File: src/hdl/apt_pkg.sv
`default_nettype none
package apt_pkg;

    localparam int COORD_BITS_DEF = 21;
    localparam int COEF_BITS_DEF  = 16;
    localparam int ADDR_BITS      = 6;
    localparam int DATA_BITS      = 64;
    localparam int ROW_BITS       = 48;
    localparam int VEC_BITS       = 63;

    localparam logic [2:0] REG_ROT0  = 3'd0;
    localparam logic [2:0] REG_ROT1  = 3'd1;
    localparam logic [2:0] REG_ROT2  = 3'd2;
    localparam logic [2:0] REG_STR0  = 3'd3;
    localparam logic [2:0] REG_STR1  = 3'd4;
    localparam logic [2:0] REG_STR2  = 3'd5;
    localparam logic [2:0] REG_TRANS = 3'd6;
    localparam logic [2:0] REG_REF   = 3'd7;

    localparam logic [1:0] LAST_IDX  = 2'd2;

    typedef enum logic [2:0] {
        ST_IDLE,
        ST_MACQ,
        ST_MACE,
        ST_ROUND,
        ST_EMIT_PT,
        ST_EMIT_BOX
    } state_t;

    typedef enum logic [2:0] {
        OP_NOP,
        OP_LOAD,
        OP_MACQ,
        OP_MACE,
        OP_ROUND,
        OP_EMIT_PT,
        OP_EMIT_BOX
    } op_t;

    typedef struct packed {
        op_t        op;
        logic [1:0] row;
        logic [1:0] col;
    } cmd_t;

    typedef struct packed {
        logic final_pt;
        logic out_free;
    } status_t;

endpackage
`default_nettype wire

File: src/hdl/apt_regs.sv
`default_nettype none
module apt_regs #(
    parameter int COEF_BITS = apt_pkg::COEF_BITS_DEF
) (
    input  wire logic                           clk,
    input  wire logic                           rst_n,
    input  wire logic                           psel,
    input  wire logic                           penable,
    input  wire logic                           pwrite,
    input  wire logic [apt_pkg::ADDR_BITS-1:0]  paddr,
    input  wire logic [apt_pkg::DATA_BITS-1:0]  pwdata,
    output logic      [apt_pkg::DATA_BITS-1:0]  prdata,
    output logic                                pready,
    output logic [2:0][apt_pkg::ROW_BITS-1:0]   rot,
    output logic [2:0][apt_pkg::ROW_BITS-1:0]   str,
    output logic      [apt_pkg::VEC_BITS-1:0]   trans,
    output logic      [apt_pkg::VEC_BITS-1:0]   refp
);
    import apt_pkg::*;

    logic [2:0][ROW_BITS-1:0] rot_reg;
    logic [2:0][ROW_BITS-1:0] str_reg;
    logic [VEC_BITS-1:0]      trans_reg;
    logic [VEC_BITS-1:0]      ref_reg;
    logic [2:0]               idx;
    logic                     wr;

    assign idx    = paddr[ADDR_BITS-1:3];
    assign wr     = psel && penable && pwrite;
    assign pready = 1'b1;

    always_ff @(posedge clk or negedge rst_n)
    begin
        if (!rst_n)
        begin
            for (int i = 0; i < 3; i++)
            begin
                rot_reg[i] <= ROW_BITS'(1) << (i * COEF_BITS + COEF_BITS - 2);
                str_reg[i] <= '0;
            end
            trans_reg <= '0;
            ref_reg   <= '0;
        end
        else if (wr)
        begin
            unique case (idx)
                REG_ROT0:  rot_reg[0] <= pwdata[ROW_BITS-1:0];
                REG_ROT1:  rot_reg[1] <= pwdata[ROW_BITS-1:0];
                REG_ROT2:  rot_reg[2] <= pwdata[ROW_BITS-1:0];
                REG_STR0:  str_reg[0] <= pwdata[ROW_BITS-1:0];
                REG_STR1:  str_reg[1] <= pwdata[ROW_BITS-1:0];
                REG_STR2:  str_reg[2] <= pwdata[ROW_BITS-1:0];
                REG_TRANS: trans_reg  <= pwdata[VEC_BITS-1:0];
                REG_REF:   ref_reg    <= pwdata[VEC_BITS-1:0];
            endcase
        end
    end

    always_comb
    begin
        unique case (idx)
            REG_ROT0:  prdata = DATA_BITS'(rot_reg[0]);
            REG_ROT1:  prdata = DATA_BITS'(rot_reg[1]);
            REG_ROT2:  prdata = DATA_BITS'(rot_reg[2]);
            REG_STR0:  prdata = DATA_BITS'(str_reg[0]);
            REG_STR1:  prdata = DATA_BITS'(str_reg[1]);
            REG_STR2:  prdata = DATA_BITS'(str_reg[2]);
            REG_TRANS: prdata = DATA_BITS'(trans_reg);
            REG_REF:   prdata = DATA_BITS'(ref_reg);
        endcase
    end

    assign rot   = rot_reg;
    assign str   = str_reg;
    assign trans = trans_reg;
    assign refp  = ref_reg;

endmodule
`default_nettype wire

File: src/hdl/apt_ctrl.sv
`default_nettype none
module apt_ctrl (
    input  wire logic             clk,
    input  wire logic             rst_n,
    input  wire logic             in_valid,
    output logic                  in_stall,
    input  wire apt_pkg::status_t status,
    output apt_pkg::cmd_t         cmd
);
    import apt_pkg::*;

    state_t     state_reg, state_next;
    logic [1:0] row_reg, row_next;
    logic [1:0] col_reg, col_next;

    always_ff @(posedge clk or negedge rst_n)
    begin
        if (!rst_n)
        begin
            state_reg <= ST_IDLE;
            row_reg   <= '0;
            col_reg   <= '0;
        end
        else
        begin
            state_reg <= state_next;
            row_reg   <= row_next;
            col_reg   <= col_next;
        end
    end

    always_comb
    begin
        state_next = state_reg;
        row_next   = row_reg;
        col_next   = col_reg;
        unique case (state_reg)
            ST_IDLE:
            begin
                if (in_valid)
                begin
                    state_next = ST_MACQ;
                    row_next   = '0;
                    col_next   = '0;
                end
            end
            ST_MACQ:
            begin
                if (col_reg == LAST_IDX)
                begin
                    col_next = '0;
                    if (row_reg == LAST_IDX)
                    begin
                        row_next   = '0;
                        state_next = ST_MACE;
                    end
                    else
                    begin
                        row_next = row_reg + 2'd1;
                    end
                end
                else
                begin
                    col_next = col_reg + 2'd1;
                end
            end
            ST_MACE:
            begin
                if (col_reg == LAST_IDX)
                begin
                    col_next   = '0;
                    state_next = ST_ROUND;
                end
                else
                begin
                    col_next = col_reg + 2'd1;
                end
            end
            ST_ROUND:
            begin
                if (row_reg == LAST_IDX)
                begin
                    state_next = ST_EMIT_PT;
                end
                else
                begin
                    row_next   = row_reg + 2'd1;
                    state_next = ST_MACE;
                end
            end
            ST_EMIT_PT:
            begin
                if (status.out_free)
                begin
                    state_next = status.final_pt ? ST_EMIT_BOX : ST_IDLE;
                end
            end
            ST_EMIT_BOX:
            begin
                if (status.out_free)
                begin
                    state_next = ST_IDLE;
                end
            end
            default:
            begin
                state_next = ST_IDLE;
            end
        endcase
    end

    always_comb
    begin
        cmd.op   = OP_NOP;
        cmd.row  = row_reg;
        cmd.col  = col_reg;
        in_stall = 1'b1;
        unique case (state_reg)
            ST_IDLE:
            begin
                in_stall = 1'b0;
                if (in_valid)
                begin
                    cmd.op = OP_LOAD;
                end
            end
            ST_MACQ:     cmd.op = OP_MACQ;
            ST_MACE:     cmd.op = OP_MACE;
            ST_ROUND:    cmd.op = OP_ROUND;
            ST_EMIT_PT:  cmd.op = status.out_free ? OP_EMIT_PT : OP_NOP;
            ST_EMIT_BOX: cmd.op = status.out_free ? OP_EMIT_BOX : OP_NOP;
            default:     cmd.op = OP_NOP;
        endcase
    end

endmodule
`default_nettype wire

File: src/hdl/apt_datapath.sv
`default_nettype none
module apt_datapath #(
    parameter int COORD_BITS = apt_pkg::COORD_BITS_DEF,
    parameter int COEF_BITS  = apt_pkg::COEF_BITS_DEF
) (
    input  wire logic                                clk,
    input  wire logic                                rst_n,
    input  wire apt_pkg::cmd_t                       cmd,
    output apt_pkg::status_t                         status,
    input  wire logic [2:0][apt_pkg::ROW_BITS-1:0]   rot,
    input  wire logic [2:0][apt_pkg::ROW_BITS-1:0]   str,
    input  wire logic      [apt_pkg::VEC_BITS-1:0]   trans,
    input  wire logic      [apt_pkg::VEC_BITS-1:0]   refp,
    input  wire logic signed [COORD_BITS-1:0]        pos_x,
    input  wire logic signed [COORD_BITS-1:0]        pos_y,
    input  wire logic signed [COORD_BITS-1:0]        pos_z,
    input  wire logic                                final_point,
    output logic                                     out_valid,
    input  wire logic                                out_stall,
    output logic                                     kind,
    output logic signed [COORD_BITS-1:0]             out_x,
    output logic signed [COORD_BITS-1:0]             out_y,
    output logic signed [COORD_BITS-1:0]             out_z,
    output logic signed [COORD_BITS-1:0]             box_max_x,
    output logic signed [COORD_BITS-1:0]             box_max_y,
    output logic signed [COORD_BITS-1:0]             box_max_z,
    output logic                                     saturated,
    output logic                                     end_of_run
);
    import apt_pkg::*;

    localparam int CB = COORD_BITS;
    localparam int KB = COEF_BITS;
    localparam int CF = KB - 2;
    localparam int DW = CB + 1;
    localparam int QW = KB + CB + 3;
    localparam int EW = KB + QW + 2;
    localparam int TW = EW + 2;
    localparam int SH = 2 * CF;
    localparam int RW = TW - SH;

    localparam logic signed [RW-1:0] CMAX = RW'((64'sd1 <<< (CB - 1)) - 64'sd1);
    localparam logic signed [RW-1:0] CMIN = RW'(-(64'sd1 <<< (CB - 1)));

    logic signed [2:0][CB-1:0] pos;
    logic signed [CB-1:0]      ref_f   [3];
    logic signed [CB-1:0]      trans_f [3];

    logic signed [DW-1:0] d_reg [3];
    logic signed [QW-1:0] q_reg [3];
    logic signed [EW-1:0] acc_reg;
    logic                 final_reg;
    logic signed [CB-1:0] p_reg  [3];
    logic                 sat_reg;
    logic signed [CB-1:0] lo_reg [3];
    logic signed [CB-1:0] hi_reg [3];
    logic                 started_reg;

    logic                 out_valid_reg;
    logic                 kind_reg;
    logic signed [CB-1:0] out_reg [3];
    logic signed [CB-1:0] max_reg [3];
    logic                 osat_reg;
    logic                 eor_reg;

    logic signed [KB-1:0] coef;
    logic signed [EW-1:0] coef_x, opnd_x, prod, acc_next;
    logic signed [DW-1:0] base;
    logic signed [TW-1:0] total;
    logic signed [RW-1:0] shifted;
    logic signed [CB-1:0] p_new;
    logic                 sat_new;

    assign pos = {pos_z, pos_y, pos_x};

    always_comb
    begin
        for (int i = 0; i < 3; i++)
        begin
            ref_f[i]   = $signed(refp[i*CB +: CB]);
            trans_f[i] = $signed(trans[i*CB +: CB]);
        end
    end

    // One shared multiply-accumulate serves both A*d and S*q.
    always_comb
    begin
        if (cmd.op == OP_MACE)
        begin
            coef   = $signed(str[cmd.row][cmd.col*KB +: KB]);
            opnd_x = EW'(q_reg[cmd.col]);
        end
        else
        begin
            coef   = $signed(rot[cmd.row][cmd.col*KB +: KB]);
            opnd_x = EW'(d_reg[cmd.col]);
        end
        coef_x   = EW'(coef);
        prod     = coef_x * opnd_x;
        acc_next = ((cmd.col == 2'd0) ? '0 : acc_reg) + prod;
    end

    // Round half up at the Q.28 point, then clamp to the coordinate range.
    always_comb
    begin
        base    = DW'(ref_f[cmd.row]) + DW'(trans_f[cmd.row]);
        total   = (TW'(base) <<< SH) + (TW'(q_reg[cmd.row]) <<< CF) + TW'(acc_reg)
                  + (TW'(1) <<< (SH - 1));
        shifted = RW'(total >>> SH);
        sat_new = 1'b0;
        if (shifted > CMAX)
        begin
            p_new   = CMAX[CB-1:0];
            sat_new = 1'b1;
        end
        else if (shifted < CMIN)
        begin
            p_new   = CMIN[CB-1:0];
            sat_new = 1'b1;
        end
        else
        begin
            p_new = shifted[CB-1:0];
        end
    end

    always_ff @(posedge clk)
    begin
        unique case (cmd.op)
            OP_LOAD:
            begin
                for (int i = 0; i < 3; i++)
                begin
                    d_reg[i] <= DW'($signed(pos[i])) - DW'(ref_f[i]);
                end
                final_reg <= final_point;
                sat_reg   <= 1'b0;
            end
            OP_MACQ:
            begin
                acc_reg <= acc_next;
                if (cmd.col == LAST_IDX)
                begin
                    q_reg[cmd.row] <= acc_next[QW-1:0];
                end
            end
            OP_MACE:
            begin
                acc_reg <= acc_next;
            end
            OP_ROUND:
            begin
                p_reg[cmd.row] <= p_new;
                sat_reg        <= sat_reg | sat_new;
            end
            OP_NOP, OP_EMIT_PT, OP_EMIT_BOX:
            begin
            end
            default:
            begin
            end
        endcase
    end

    always_ff @(posedge clk or negedge rst_n)
    begin
        if (!rst_n)
        begin
            started_reg <= 1'b0;
            for (int i = 0; i < 3; i++)
            begin
                lo_reg[i] <= '0;
                hi_reg[i] <= '0;
            end
        end
        else if (cmd.op == OP_ROUND)
        begin
            if (!started_reg)
            begin
                lo_reg[cmd.row] <= p_new;
                hi_reg[cmd.row] <= p_new;
            end
            else
            begin
                if (p_new < lo_reg[cmd.row])
                begin
                    lo_reg[cmd.row] <= p_new;
                end
                if (p_new > hi_reg[cmd.row])
                begin
                    hi_reg[cmd.row] <= p_new;
                end
            end
            if (cmd.row == LAST_IDX)
            begin
                started_reg <= 1'b1;
            end
        end
        else if (cmd.op == OP_EMIT_BOX)
        begin
            started_reg <= 1'b0;
        end
    end

    always_ff @(posedge clk or negedge rst_n)
    begin
        if (!rst_n)
        begin
            out_valid_reg <= 1'b0;
        end
        else if (cmd.op == OP_EMIT_PT || cmd.op == OP_EMIT_BOX)
        begin
            out_valid_reg <= 1'b1;
        end
        else if (!out_stall)
        begin
            out_valid_reg <= 1'b0;
        end
    end

    always_ff @(posedge clk)
    begin
        if (cmd.op == OP_EMIT_PT)
        begin
            kind_reg <= 1'b0;
            for (int i = 0; i < 3; i++)
            begin
                out_reg[i] <= p_reg[i];
                max_reg[i] <= '0;
            end
            osat_reg <= sat_reg;
            eor_reg  <= !final_reg;
        end
        else if (cmd.op == OP_EMIT_BOX)
        begin
            kind_reg <= 1'b1;
            for (int i = 0; i < 3; i++)
            begin
                out_reg[i] <= lo_reg[i];
                max_reg[i] <= hi_reg[i];
            end
            osat_reg <= 1'b0;
            eor_reg  <= 1'b1;
        end
    end

    assign status.final_pt = final_reg;
    assign status.out_free = !out_valid_reg || !out_stall;

    assign out_valid  = out_valid_reg;
    assign kind       = kind_reg;
    assign out_x      = out_reg[0];
    assign out_y      = out_reg[1];
    assign out_z      = out_reg[2];
    assign box_max_x  = max_reg[0];
    assign box_max_y  = max_reg[1];
    assign box_max_z  = max_reg[2];
    assign saturated  = osat_reg;
    assign end_of_run = eor_reg;

endmodule
`default_nettype wire

File: src/hdl/affine_point_cloud_transform_top.sv
`default_nettype none
// Channel   Handshake            Beat contents
// input     in_valid / in_stall  pos_x, pos_y, pos_z, final_point
// output    out_valid/out_stall  kind, out_x..z, box_max_x..z, saturated, end_of_run
// config    APB (psel..pready)   8 registers at byte address 8*i, 64-bit data
//
// One multiplier-accumulator does the 18 coefficient products one per cycle,
// with one rounding step per coordinate. A new point is accepted only once the
// previous one has emitted its result beat, and after a final point also its
// box beat, which follows the point beat.
// Reset restores the identity rotation, zero strain and an empty box.
// A stalled output beat holds the block before it writes the next result.
module affine_point_cloud_transform_top #(
    parameter int COORD_BITS = apt_pkg::COORD_BITS_DEF,
    parameter int COEF_BITS  = apt_pkg::COEF_BITS_DEF
) (
    input  wire logic                               clk,
    input  wire logic                               rst_n,
    input  wire logic                               psel,
    input  wire logic                               penable,
    input  wire logic                               pwrite,
    input  wire logic [apt_pkg::ADDR_BITS-1:0]      paddr,
    input  wire logic [apt_pkg::DATA_BITS-1:0]      pwdata,
    output logic      [apt_pkg::DATA_BITS-1:0]      prdata,
    output logic                                    pready,
    input  wire logic                               in_valid,
    output logic                                    in_stall,
    input  wire logic signed [COORD_BITS-1:0]       pos_x,
    input  wire logic signed [COORD_BITS-1:0]       pos_y,
    input  wire logic signed [COORD_BITS-1:0]       pos_z,
    input  wire logic                               final_point,
    output logic                                    out_valid,
    input  wire logic                               out_stall,
    output logic                                    kind,
    output logic signed [COORD_BITS-1:0]            out_x,
    output logic signed [COORD_BITS-1:0]            out_y,
    output logic signed [COORD_BITS-1:0]            out_z,
    output logic signed [COORD_BITS-1:0]            box_max_x,
    output logic signed [COORD_BITS-1:0]            box_max_y,
    output logic signed [COORD_BITS-1:0]            box_max_z,
    output logic                                    saturated,
    output logic                                    end_of_run
);
    import apt_pkg::*;

    logic [2:0][ROW_BITS-1:0] rot;
    logic [2:0][ROW_BITS-1:0] str;
    logic [VEC_BITS-1:0]      trans;
    logic [VEC_BITS-1:0]      refp;
    cmd_t                     cmd;
    status_t                  status;

    apt_regs #(
        .COEF_BITS (COEF_BITS)
    ) u_regs (
        .clk     (clk),
        .rst_n   (rst_n),
        .psel    (psel),
        .penable (penable),
        .pwrite  (pwrite),
        .paddr   (paddr),
        .pwdata  (pwdata),
        .prdata  (prdata),
        .pready  (pready),
        .rot     (rot),
        .str     (str),
        .trans   (trans),
        .refp    (refp)
    );

    apt_ctrl u_ctrl (
        .clk      (clk),
        .rst_n    (rst_n),
        .in_valid (in_valid),
        .in_stall (in_stall),
        .status   (status),
        .cmd      (cmd)
    );

    apt_datapath #(
        .COORD_BITS (COORD_BITS),
        .COEF_BITS  (COEF_BITS)
    ) u_datapath (
        .clk         (clk),
        .rst_n       (rst_n),
        .cmd         (cmd),
        .status      (status),
        .rot         (rot),
        .str         (str),
        .trans       (trans),
        .refp        (refp),
        .pos_x       (pos_x),
        .pos_y       (pos_y),
        .pos_z       (pos_z),
        .final_point (final_point),
        .out_valid   (out_valid),
        .out_stall   (out_stall),
        .kind        (kind),
        .out_x       (out_x),
        .out_y       (out_y),
        .out_z       (out_z),
        .box_max_x   (box_max_x),
        .box_max_y   (box_max_y),
        .box_max_z   (box_max_z),
        .saturated   (saturated),
        .end_of_run  (end_of_run)
    );

endmodule
`default_nettype wire
File: config.mk
export PLATFORM = sky130hd
export DESIGN_NAME = affine_point_cloud_transform_top
export DESIGN_NICKNAME = d
export VERILOG_FILES = /design/src/hdl/apt_pkg.sv /design/src/hdl/apt_regs.sv /design/src/hdl/apt_ctrl.sv /design/src/hdl/apt_datapath.sv /design/src/hdl/affine_point_cloud_transform_top.sv
export SDC_FILE = /design/constraint.sdc
export NUM_CORES = 2
export LEC_CHECK = 0
export BUFFER_PORTS_ARGS = -buffer_cell sky130_fd_sc_hd__buf_4
export CAP_MARGIN = 20
export CORE_ASPECT_RATIO = 0.75
export CORE_MARGIN = 2
export CORE_UTILIZATION = 30
export CTS_CLUSTER_DIAMETER = 100
export DETAILED_ROUTE_END_ITERATION = 12
export PLACE_DENSITY = 0.54
export SLEW_MARGIN = 0
export SYNTH_ARGS = -nofsm -noshare
export SYNTH_HDL_FRONTEND = slang
export SYNTH_SLANG_ARGS = --single-unit
File: constraint.sdc
create_clock -name clk -period 19.56 [get_ports clk]
set_input_delay 2.934 -clock clk [delete_from_list [all_inputs] [get_ports clk]]
set_output_delay 2.934 -clock clk [all_outputs]
set_load 0.005 [all_outputs]
==> results.txt <==
----------------------------------------------------
[Place]
  Half-perimeter wire length of the detailed placement result ... 202 mm
  Port Buffer Count ... between 300 and 400
  Routability congestion estimate from global placement ... 0.911

[Synth]
  Count of flip-flops with a built-in enable after synthesis ... 437
  Leading cell types by count after synthesis ... 830 x sky130_fd_sc_hd__nand2_1, 753 x sky130_fd_sc_hd__inv_1, 700 x sky130_fd_sc_hd__fa_1
  Post-synthesis async set-or-reset flop share ... 55.6%
  Yosys Warn Count ... 0
  Distinct cells, synth ... 90
  Share of the yosys chip area belonging to registers ... 35.4%
  Mapped Cells ... 7143
  Most used flip-flop cell after synthesis ... sky130_fd_sc_hd__dfrtp_1
  Post-Synthesis Net Count ... 8318
  Biggest area contributors in the synthesized netlist ... sky130_fd_sc_hd__fa_1 18%, sky130_fd_sc_hd__dfrtp_1 18%, sky130_fd_sc_hd__edfxtp_1 17%, sky130_fd_sc_hd__mux2_2 7.1%, sky130_fd_sc_hd__ha_1 5.5%
  Flop and latch count out of synthesis ... just under 1000
  Most frequent cell after synthesis ... sky130_fd_sc_hd__nand2_1
  Average cell area after synthesis ... 10.6 um^2
  Mapped Area ... 75900 um^2
  Post-synthesis cell type with the largest combined area ... sky130_fd_sc_hd__fa_1
  Fraction of post-synthesis cell area in the top cell type by area ... between 10% and 20%

[Worst hold path]
  Hold Path Class ... reg -> reg

[Setup path]
  Cell with the largest stage delay on the worst path ... sky130_fd_sc_hd__dfrtp_4
  Crit path from ... u_ctrl.row_reg[0]$_DFFE_PN0P_
  Setup slack on the worst flop-to-flop path ... 3.21 ns
  Reg-to-reg endpoint ... u_datapath.hi_reg[53]$_DFFE_PN0P_
  Critical path destination ... u_datapath.hi_reg[53]$_DFFE_PN0P_
  CP Capture Type ... flip-flop
  FF-to-FF Start ... u_ctrl.row_reg[0]$_DFFE_PN0P_
  Peak per-stage delay on the critical path ... 0.92 ns
  Crit-path most repeated cell ... sky130_fd_sc_hd__o21ai_0
  Count of cells along the worst register-to-register path ... 54
  Worst Path Class, Setup ... reg -> reg
  Data arrival, critical path ... approximately 17 ns
  Startpoint type of the worst setup path ... flip-flop
  Endpoint required time on the critical path ... 20.11 ns
  Maximum fanout count along the critical path ... between 40 and 50

[Timing]
  Clock Skews ... 0.0549 ns
  Setup repair after global routing missed its margin ... false
  Clock period minus worst slack ... 16.35 ns
  Setup TNS Final ... 0 ns
  Number of pins exceeding their max-slew limit in the final report ... 0
  Final hold violations ... 0
  Fmax achieved ... 0.0612 GHz
  Slew at the pin with the worst max-slew slack ... 1.27 ns
  Number of setup violations in the final report ... 0
  Ratio of final minimum period to clock period ... between 80% and 90%
  Headroom to the max-slew limit ... between 10% and 20%

[Route]
  Avg Vias per Cell ... 5.25
  Detail-routed net length per standard cell ... between 20 and 25 um
  Drt pass-1 iters ... 6
  Vias post-DR ... about 57000
  Number of DRC violations after detailed-routing iteration 0 ... 5395
  Detailed-route wire length ... 269 mm
  Post-route antenna net violation count ... 0
  DRC violation count after routing ... 0

[Clocking]
  Clock Latency Late Sink ... 0.72 ns
  H-Tree Depth ... 3
  Number of gates given a new drive strength after cts ... 0
  Clock Pin Slew Worst Setup and Hold Paths ... approximately 0.080 ns
  Cell chosen for the clock root ... sky130_fd_sc_hd__clkbuf_16
  Hold-fix buffer count after cts ... 0
  Clock tree from TritonCTS ... built
  Total clock sinks ... 987
  Post-CTS repair timing setup buffer count ... 0
  Number of CTS-inserted buffers ... 94
  Clock Tree Buf Depth ... 3

[Run status]
  Result of the run ... complete, no violations

[Final layout]
  Fraction of final layout cells with drive strength greater than 1 ... 17.1%
  Area added between synthesis and finish ... 13.2%
  Count of nets after finishing ... 8525

[Floorplan]
  Floorplan row count ... 159
  Initial Utilization ... 30.3%
  Placeable core area ... approximately 250000 um^2
  Overall die height ... 440 um
  Die Area ... between 200000 and 300000 um^2
  Number of placed I/O pins ... between 300 and 400
  Die width ... 585 um

[Global routing]
  Overflow after GRT ... 0
  Number of antenna violations at the first check in global routing ... 16
  Global-route wire length before repair ... ~400 mm
  Via count of the first global-routing pass ... 57100
  Pin count of the biggest net entering global routing ... about 160
  All-Layer GR Usage ... 20.7%

[Job]
  Max cap viols ... 0

----------------------------------------------------
[stage by stage]
stage	worst slack [ns]	utilization, %	hold slack [ns]	cell area [um^2]	cells
detailed placement	3.57	32.9	0.502	82600	10600
CTS	3.43	34.2	0.516	85800	10800
finish	3.21	34.2	0.517	85900	10800
global placement	3.53	32.9	0.495	82500	10600
global route	2.21	34.2	0.540	85900	10800
floorplan	6.63	-	0.439	75900	7143
[how the worst min path moves through the flow]
stage                                            startpoint                                end  slack, ns  cells past startpoint
final                     u_datapath.lo_reg[34]$_DFFE_PN0P_  u_datapath.lo_reg[34]$_DFFE_PN0P_       0.52                      1
after global routing      u_datapath.lo_reg[62]$_DFFE_PN0P_  u_datapath.lo_reg[62]$_DFFE_PN0P_       0.54                      1
after CTS                       u_regs.rot[142]$_DFFE_PN1P_        u_regs.rot[142]$_DFFE_PN1P_       0.52                      2
after detailed placement        u_regs.rot[142]$_DFFE_PN1P_        u_regs.rot[142]$_DFFE_PN1P_       0.50                      2
after global placement     u_datapath.lo_reg[5]$_DFFE_PN0P_   u_datapath.lo_reg[5]$_DFFE_PN0P_       0.49                      1
after floorplan                u_datapath.kind$_SDFFE_PP0P_       u_datapath.kind$_SDFFE_PP0P_       0.44                      2
[layout by cell type, fill, tap and decap left out, types with 58 or more instances in the layout]
master and instances:
sky130_fd_sc_hd__nand2b_1 58, sky130_fd_sc_hd__xnor2_1 99, sky130_fd_sc_hd__dfrtp_1 541, sky130_fd_sc_hd__a21o_1 70, sky130_fd_sc_hd__mux4_2 80, sky130_fd_sc_hd__buf_4 461, sky130_fd_sc_hd__clkbuf_16 99, sky130_fd_sc_hd__edfxtp_1 437
sky130_fd_sc_hd__o21ai_0 309, sky130_fd_sc_hd__and3_1 81, sky130_fd_sc_hd__mux2i_1 191, sky130_fd_sc_hd__nor2_1 562, sky130_fd_sc_hd__a21oi_1 318, sky130_fd_sc_hd__nor2b_1 140, sky130_fd_sc_hd__mux2_1 63, sky130_fd_sc_hd__inv_1 750
sky130_fd_sc_hd__mux2_2 476, sky130_fd_sc_hd__a221oi_1 62, sky130_fd_sc_hd__fa_1 700, sky130_fd_sc_hd__nand2_1 828, sky130_fd_sc_hd__ha_1 334
[critical path, delay by kind of cell (launching register included)]
family	cells	cell delay (ns)
flip-flops	1	0.92
AO/OA/AOI/OAI	28	6.95
AND/OR/NAND/NOR	15	4.00
buffers and inverters	4	1.02
adder cells (fa/ha/maj)	5	2.12
XOR/XNOR	1	0.82
multiplexers	1	0.29
[per-layer routing]
metal | wire length [um] | track usage [%]
met1 | 127000 | 31.6
met2 | 113000 | 29.9
met3 | 22800 | 3.89
met4 | 6000 | 4.37
met5 | 86 | 0
[logic make-up (layout without fill, tap and decap cells)]
logic type	count (synthesis)	after routing	synth area share [%]
and+or+nand+nor	1884	1884	10.9
AOI/OAI and AO/OA	1174	1174	9.62
buffers and inverters	1119	1407	5.63
adders and majority gates	1034	1034	24.0
DFF	987	987	35.4
muxes	811	811	12.9
xor gates and xnor gates	132	132	1.52
other	2	10	0.00990
[area by class of cell]
| type | count | area [um^2] |
|---|---|---|
| inverters | 755 | 2840 |
| fillers | 25200 | 165000 |
| multi-input cells | 5037 | 45100 |
| diodes | 8 | 20.0 |
| clock buffers | 141 | 2850 |
| well taps | 3381 | 4230 |
| repair buffers | 475 | 3640 |
| flip-flops and latches | 987 | 26900 |
| clock inverters | 36 | 357 |
Power is left out: the tool's default activity adds up to more than one toggle a clock period on the data nets, which glitch-free logic cannot reach.
